[config.mk]
export PLATFORM = sky130hd
export DESIGN_NAME = tlik_isqrt
export DESIGN_NICKNAME = d
export VERILOG_FILES = /design/src/rtl/tlik_isqrt.sv
export SDC_FILE = /design/constraint.sdc
export NUM_CORES = 2
export LEC_CHECK = 0
export ABC_AREA = 1
export BUFFER_PORTS_ARGS = -buffer_cell sky130_fd_sc_hd__buf_2
export CAP_MARGIN = 5
export CORE_ASPECT_RATIO = 1.75
export CORE_MARGIN = 2
export CORE_UTILIZATION = 65
export DETAILED_ROUTE_END_ITERATION = 6
export GPL_TIMING_DRIVEN = 0
export PLACE_DENSITY_LB_ADDON = 0.1
export SYNTH_ARGS = -nofsm -noshare
export SYNTH_HDL_FRONTEND = slang
export SYNTH_SLANG_ARGS = --single-unit
[constraint.sdc]
create_clock -name clock -period 3.7 [get_ports clock]
set_input_delay 0 -clock clock [delete_from_list [all_inputs] [get_ports clock]]
set_output_delay 0 -clock clock [all_outputs]
set_load 0.1 [all_outputs]
[src/rtl/tlik_isqrt.sv]
// pipelined two-lane floor square root, one root bit per stage
`timescale 1ns / 1ps
`default_nettype none
module tlik_isqrt #(
   parameter int RAD_W = 32,
   parameter int SB_W  = 1
) (
   input  wire logic                  clock,
   input  wire logic                  reset,
   input  wire logic                  en,
   input  wire logic                  in_valid,
   input  wire logic [RAD_W-1:0]      in_rad_a,
   input  wire logic [RAD_W-1:0]      in_rad_b,
   input  wire logic [SB_W-1:0]       in_sb,
   output logic                       out_valid,
   output logic [RAD_W/2-1:0]         out_root_a,
   output logic [RAD_W/2-1:0]         out_root_b,
   output logic [SB_W-1:0]            out_sb
);
   localparam int RT_W  = RAD_W / 2;
   localparam int REM_W = RT_W + 3;

   function automatic logic [REM_W+RT_W-1:0] sq_step(input logic [REM_W-1:0] rem,
                                                      input logic [RT_W-1:0] q,
                                                      input logic [1:0] pair);
      logic [REM_W-1:0] r2;
      logic [REM_W-1:0] t;
      r2 = {rem[REM_W-3:0], pair};
      t  = {1'b0, q, 2'b01};
      if (r2 >= t) begin
         return {r2 - t, q[RT_W-2:0], 1'b1};
      end
      return {r2, q[RT_W-2:0], 1'b0};
   endfunction

   logic             valid_ff [RT_W];
   logic [RAD_W-1:0] rad_a_ff [RT_W];
   logic [RAD_W-1:0] rad_b_ff [RT_W];
   logic [REM_W-1:0] rem_a_ff [RT_W];
   logic [REM_W-1:0] rem_b_ff [RT_W];
   logic [RT_W-1:0]  q_a_ff   [RT_W];
   logic [RT_W-1:0]  q_b_ff   [RT_W];
   logic [SB_W-1:0]  sb_ff    [RT_W];

   for (genvar k = 0; k < RT_W; k++) begin : g_stage
      logic             cur_valid;
      logic [RAD_W-1:0] cur_rad_a, cur_rad_b;
      logic [REM_W-1:0] cur_rem_a, cur_rem_b;
      logic [RT_W-1:0]  cur_q_a, cur_q_b;
      logic [SB_W-1:0]  cur_sb;
      logic [REM_W+RT_W-1:0] step_a_in, step_b_in;

      if (k == 0) begin : g_first
         assign cur_valid = in_valid;
         assign cur_rad_a = in_rad_a;
         assign cur_rad_b = in_rad_b;
         assign cur_rem_a = '0;
         assign cur_rem_b = '0;
         assign cur_q_a   = '0;
         assign cur_q_b   = '0;
         assign cur_sb    = in_sb;
      end else begin : g_next
         assign cur_valid = valid_ff[k-1];
         assign cur_rad_a = rad_a_ff[k-1];
         assign cur_rad_b = rad_b_ff[k-1];
         assign cur_rem_a = rem_a_ff[k-1];
         assign cur_rem_b = rem_b_ff[k-1];
         assign cur_q_a   = q_a_ff[k-1];
         assign cur_q_b   = q_b_ff[k-1];
         assign cur_sb    = sb_ff[k-1];
      end

      assign step_a_in = sq_step(cur_rem_a, cur_q_a, cur_rad_a[RAD_W-1 -: 2]);
      assign step_b_in = sq_step(cur_rem_b, cur_q_b, cur_rad_b[RAD_W-1 -: 2]);

      always_ff @(posedge clock) begin
         if (reset) begin
            valid_ff[k] <= 1'b0;
         end else if (en) begin
            valid_ff[k] <= cur_valid;
         end
      end

      always_ff @(posedge clock) begin
         if (en) begin
            rad_a_ff[k] <= {cur_rad_a[RAD_W-3:0], 2'b00};
            rad_b_ff[k] <= {cur_rad_b[RAD_W-3:0], 2'b00};
            rem_a_ff[k] <= step_a_in[REM_W+RT_W-1:RT_W];
            rem_b_ff[k] <= step_b_in[REM_W+RT_W-1:RT_W];
            q_a_ff[k]   <= step_a_in[RT_W-1:0];
            q_b_ff[k]   <= step_b_in[RT_W-1:0];
            sb_ff[k]    <= cur_sb;
         end
      end
   end

   assign out_valid  = valid_ff[RT_W-1];
   assign out_root_a = q_a_ff[RT_W-1];
   assign out_root_b = q_b_ff[RT_W-1];
   assign out_sb     = sb_ff[RT_W-1];
endmodule
`default_nettype wire

==> results by group <==
Synthesis
  – Leading post-synthesis cells by cell area: edfxtp_1, nand2_1, inv_1
  – Post-synth EDFFs: 1258
  – Adder-cell share of the synthesized area: 5.83%
  – Simple-gate share of the synthesized area: 22.6%
  – Mapped Cells: 6868
  – Mux share of post-synthesis cell area: 0%
  – Post-synthesis xor/xnor area fraction: 2.23%
  – Post-Syn Area per Cell: 9.51 µm²
  – Synth Area in Compound Gates: 3.62%
  – Synth Flop Type: edfxtp_1
  – #FFs+latches synth: 1258
  – Largest family of logic cells by synthesized area: simple AND/OR/NAND/NOR gates
  – Cell variety after synth: 55
  – Area leader, netlist: edfxtp_1
  – Post-Syn Area: 65300 µm²
  – Sequential area share after synthesis: 57.9%
  – Async SR Flop Fraction: 0%
  – Share of the synthesized area in the top cell type: 57.9%
  – Synth warn: 0

Clock network
  – Clock Pin Slew Worst Setup and Hold Paths: 0.07 ns
  – Worst-Skew Late Latency: 0.75 ns
  – Clock Path Buffers: 3
  – Total CTS buffers: 107
  – Depth of the CTS H-tree: 3
  – CTS tree: done
  – CTS sink count: 1258
  – Root buf cell: clkbuf_16
  – Post-CTS Setup Bufs: 0

Drt
  – Via-to-Cell Ratio: 5.46
  – First-pass iteration count of the detailed router: 7
  – DRC Markers: 0
  – Vias: 47100
  – Routed wire length: 159 mm
  – Drt initial violations: 2773
  – Final ANT Viol Nets: 0
  – Routed wire per std cell: 18.5 µm

Floorplan
  – Initial Util: 65.6%
  – Core Region: 99500 µm²
  – Die area: 103000 µm²
  – Die X: 244 µm
  – DIE HEIGHT: 423 µm
  – # rows: 153
  – Ports: 103

Power and ir drop
  – Reg power frac: 49.1%
  – Power Internal: 26.1 mW
  – Comb power frac: 20.2%
  – P_sw: 11.3 mW
  – Clock share of power: 30.8%
  – Power Density: 515 nW/µm²
  – Leak pwr: 33.4 nW
  – Switching share of power: 30.1%
  – VDD IR max: 0.000512 V

Timing
  – RSZ-0062 raised after global routing: no
  – Fin. Hold Viols: 0
  – Final min period: 3.05 ns
  – Slew HR: 30.0%
  – Slew Viols, Final: 0
  – Final setup TNS: 0 ns
  – Worst Tran Pin Value: 1.05 ns
  – Max frequency: 328 MHz
  – Final setup viols: 0
  – Worst Skew: 0.0349 ns
  – Fin crit share: 82.3%

Setup path
  – Worst Path Arrival: 3.49 ns
  – Req. time, crit path: 4.14 ns
  – CP Class: register to register
  – Startpoint class of the critical path: register
  – Setup crit end kind: register
  – CP Max Fanout: 10

Global route
  – Largest net degree at the start of global routing: 195
  – Initial antenna violation count: 4
  – Vias in the first global route: 48500
  – Gr ovfl total: 0
  – First-pass GRT wire length: 245 mm
  – Gr usage total: 31.1%

Final layout
  – Final-layout fill cell count: 7028
  – Final net count: 7591
  – Layout Cells excl Fill: 8630
  – Register area: 37800 µm²
  – Share of layout cells above drive strength 1: 7.39%
  – Multi-input logic area: 22400 µm²
  – Area delta synth->final: 11.2%

Flow run
  – Maxcap violations: 0

Outcome
  – Status: finished clean

Placement
  – Dpl cells: 8295
  – Routability cong.: 0.956
  – Detailed Place HPWL: 117 mm
  – PortBufs: 102

Worst hold path
  – Hold Crit Class: input pin to register
Yosys cell counts (2+ instances only):
master,instances
and3_1,6
or2_0,2
nand4_1,177
nor3_2,15
nor4_1,3
buf_6,25
a21oi_2,7
nor2_2,32
nand2_2,35
nand3_2,12
nand3b_1,63
and2_1,5
nand2_4,6
o21ai_2,10
nor2_4,14
a21o_1,3
xnor2_1,51
inv_1,1209
o21bai_1,17
buf_4,10
or2_2,19
ha_1,304
clkbuf_2,5
o21ai_1,35
nand4_2,3
a21boi_0,2
xor2_1,115
o21ai_0,109
nand2_1,2191
nor3_1,66
nor2_1,400
o21a_1,7
inv_2,23
buf_2,28
edfxtp_1,1258
nand3_1,333
o211ai_1,4
a21oi_1,238
nand3_4,8
nand4_4,2
a211oi_1,2
path summary, 6_finish.rpt:
check,startpoint,endpoint,slack (ns),depth (start not counted)
max reg2reg,q_a_ff[1][7],rem_a_ff[1][21],0.65,9
min reg2reg,rad_a_ff[0][41],rad_a_ff[0][73],0.41,0
min,in_rad_a[30],q_a_ff[0][0],0.12,3
max,q_a_ff[1][7],rem_a_ff[1][21],0.65,9
layer usage:
metal | global-route usage, % | wire, µm
met5 | 0 | 45
met4 | 27.4 | 16200
met3 | 3.84 | 5390
met2 | 63.5 | 91500
met1 | 24.6 | 46300
sequential cells by signal, indices dropped and copies added (netlist names):
signal and cells:
valid_ff 16, q_b_ff 136, rem_b_ff 237, q_a_ff 136, sb_ff 16, rem_a_ff 237
rad_b_ff 240, rad_a_ff 240
per-stage QoR:
step | setup WS [ns] | cell area, µm² | utilization, % | power, mW | hold WS [ns]
after global routing | 0.687 | 72600 | 72.9 | 39.1 | 0.0958
after CTS | 0.803 | 72600 | 72.9 | 37.4 | 0.0713
final | 0.654 | 72600 | 72.9 | 37.4 | 0.124
after global placement | -19.11 | 67500 | 67.8 | 26.2 | 0.176
after detailed placement | 0.831 | 67700 | 68.0 | 25.9 | 0.178
after floorplan | 1.77 | 65300 | - | 23.4 | 0.0989
critical path: stages (launching register included):
cell and delay [ns]:
edfxtp_1 0.64, inv_1 0.09, ha_1 0.41, nand2_1 0.13, o21ai_0 0.36, nor2_1 0.11
nand2_1 0.15, nor2_4 0.08, buf_4 0.17, o21ai_1 0.59
logic make-up after synthesis:
logic type / count (synthesis)
xor+xnor: 166
buf+inv: 1303
fa+ha+maj: 304
simple gates: 3399
other cells: 1
flops: 1258
compound gates: 437
what timing repair did:
| item | 4_1_cts | 5_1_grt |
|---|---|---|
| hold endpoints to repair | 138 | 0 |
| resized for setup | 0 | 0 |
| hold buffers | 131 | 0 |
final cells by class:
type,count,area share [%]
repair buffers,240,2.80
clock inverters,87,1.23
well taps,1317,2.27
plain buffers,69,0.724
multi-input cells,4308,30.8
clock buffers,116,3.74
flip-flops and latches,1258,52.0
diodes,1,0.00345
inverters,1234,6.38
power groups by stage:
stage	clock network, mW	logic (mW)	registers [mW]
CTS	11.6	7.45	18.3
global placement	0	7.08	19.1
floorplan	0	5.05	18.4
detailed placement	0	7.27	18.6
global route	12.2	8.44	18.5
finish	11.5	7.54	18.4
placed cells by master, fill, tap and decap left out, types with 109 or more instances in the layout:
cell	count
ha_1	304
nand3_1	333
xor2_1	115
nand2_1	2191
a21oi_1	238
buf_2	129
edfxtp_1	1258
o21ai_0	109
inv_1	1209
nor2_1	400
dlygate4sd3_1	131
nand4_1	177
Power figures use the tool's default switching activity.
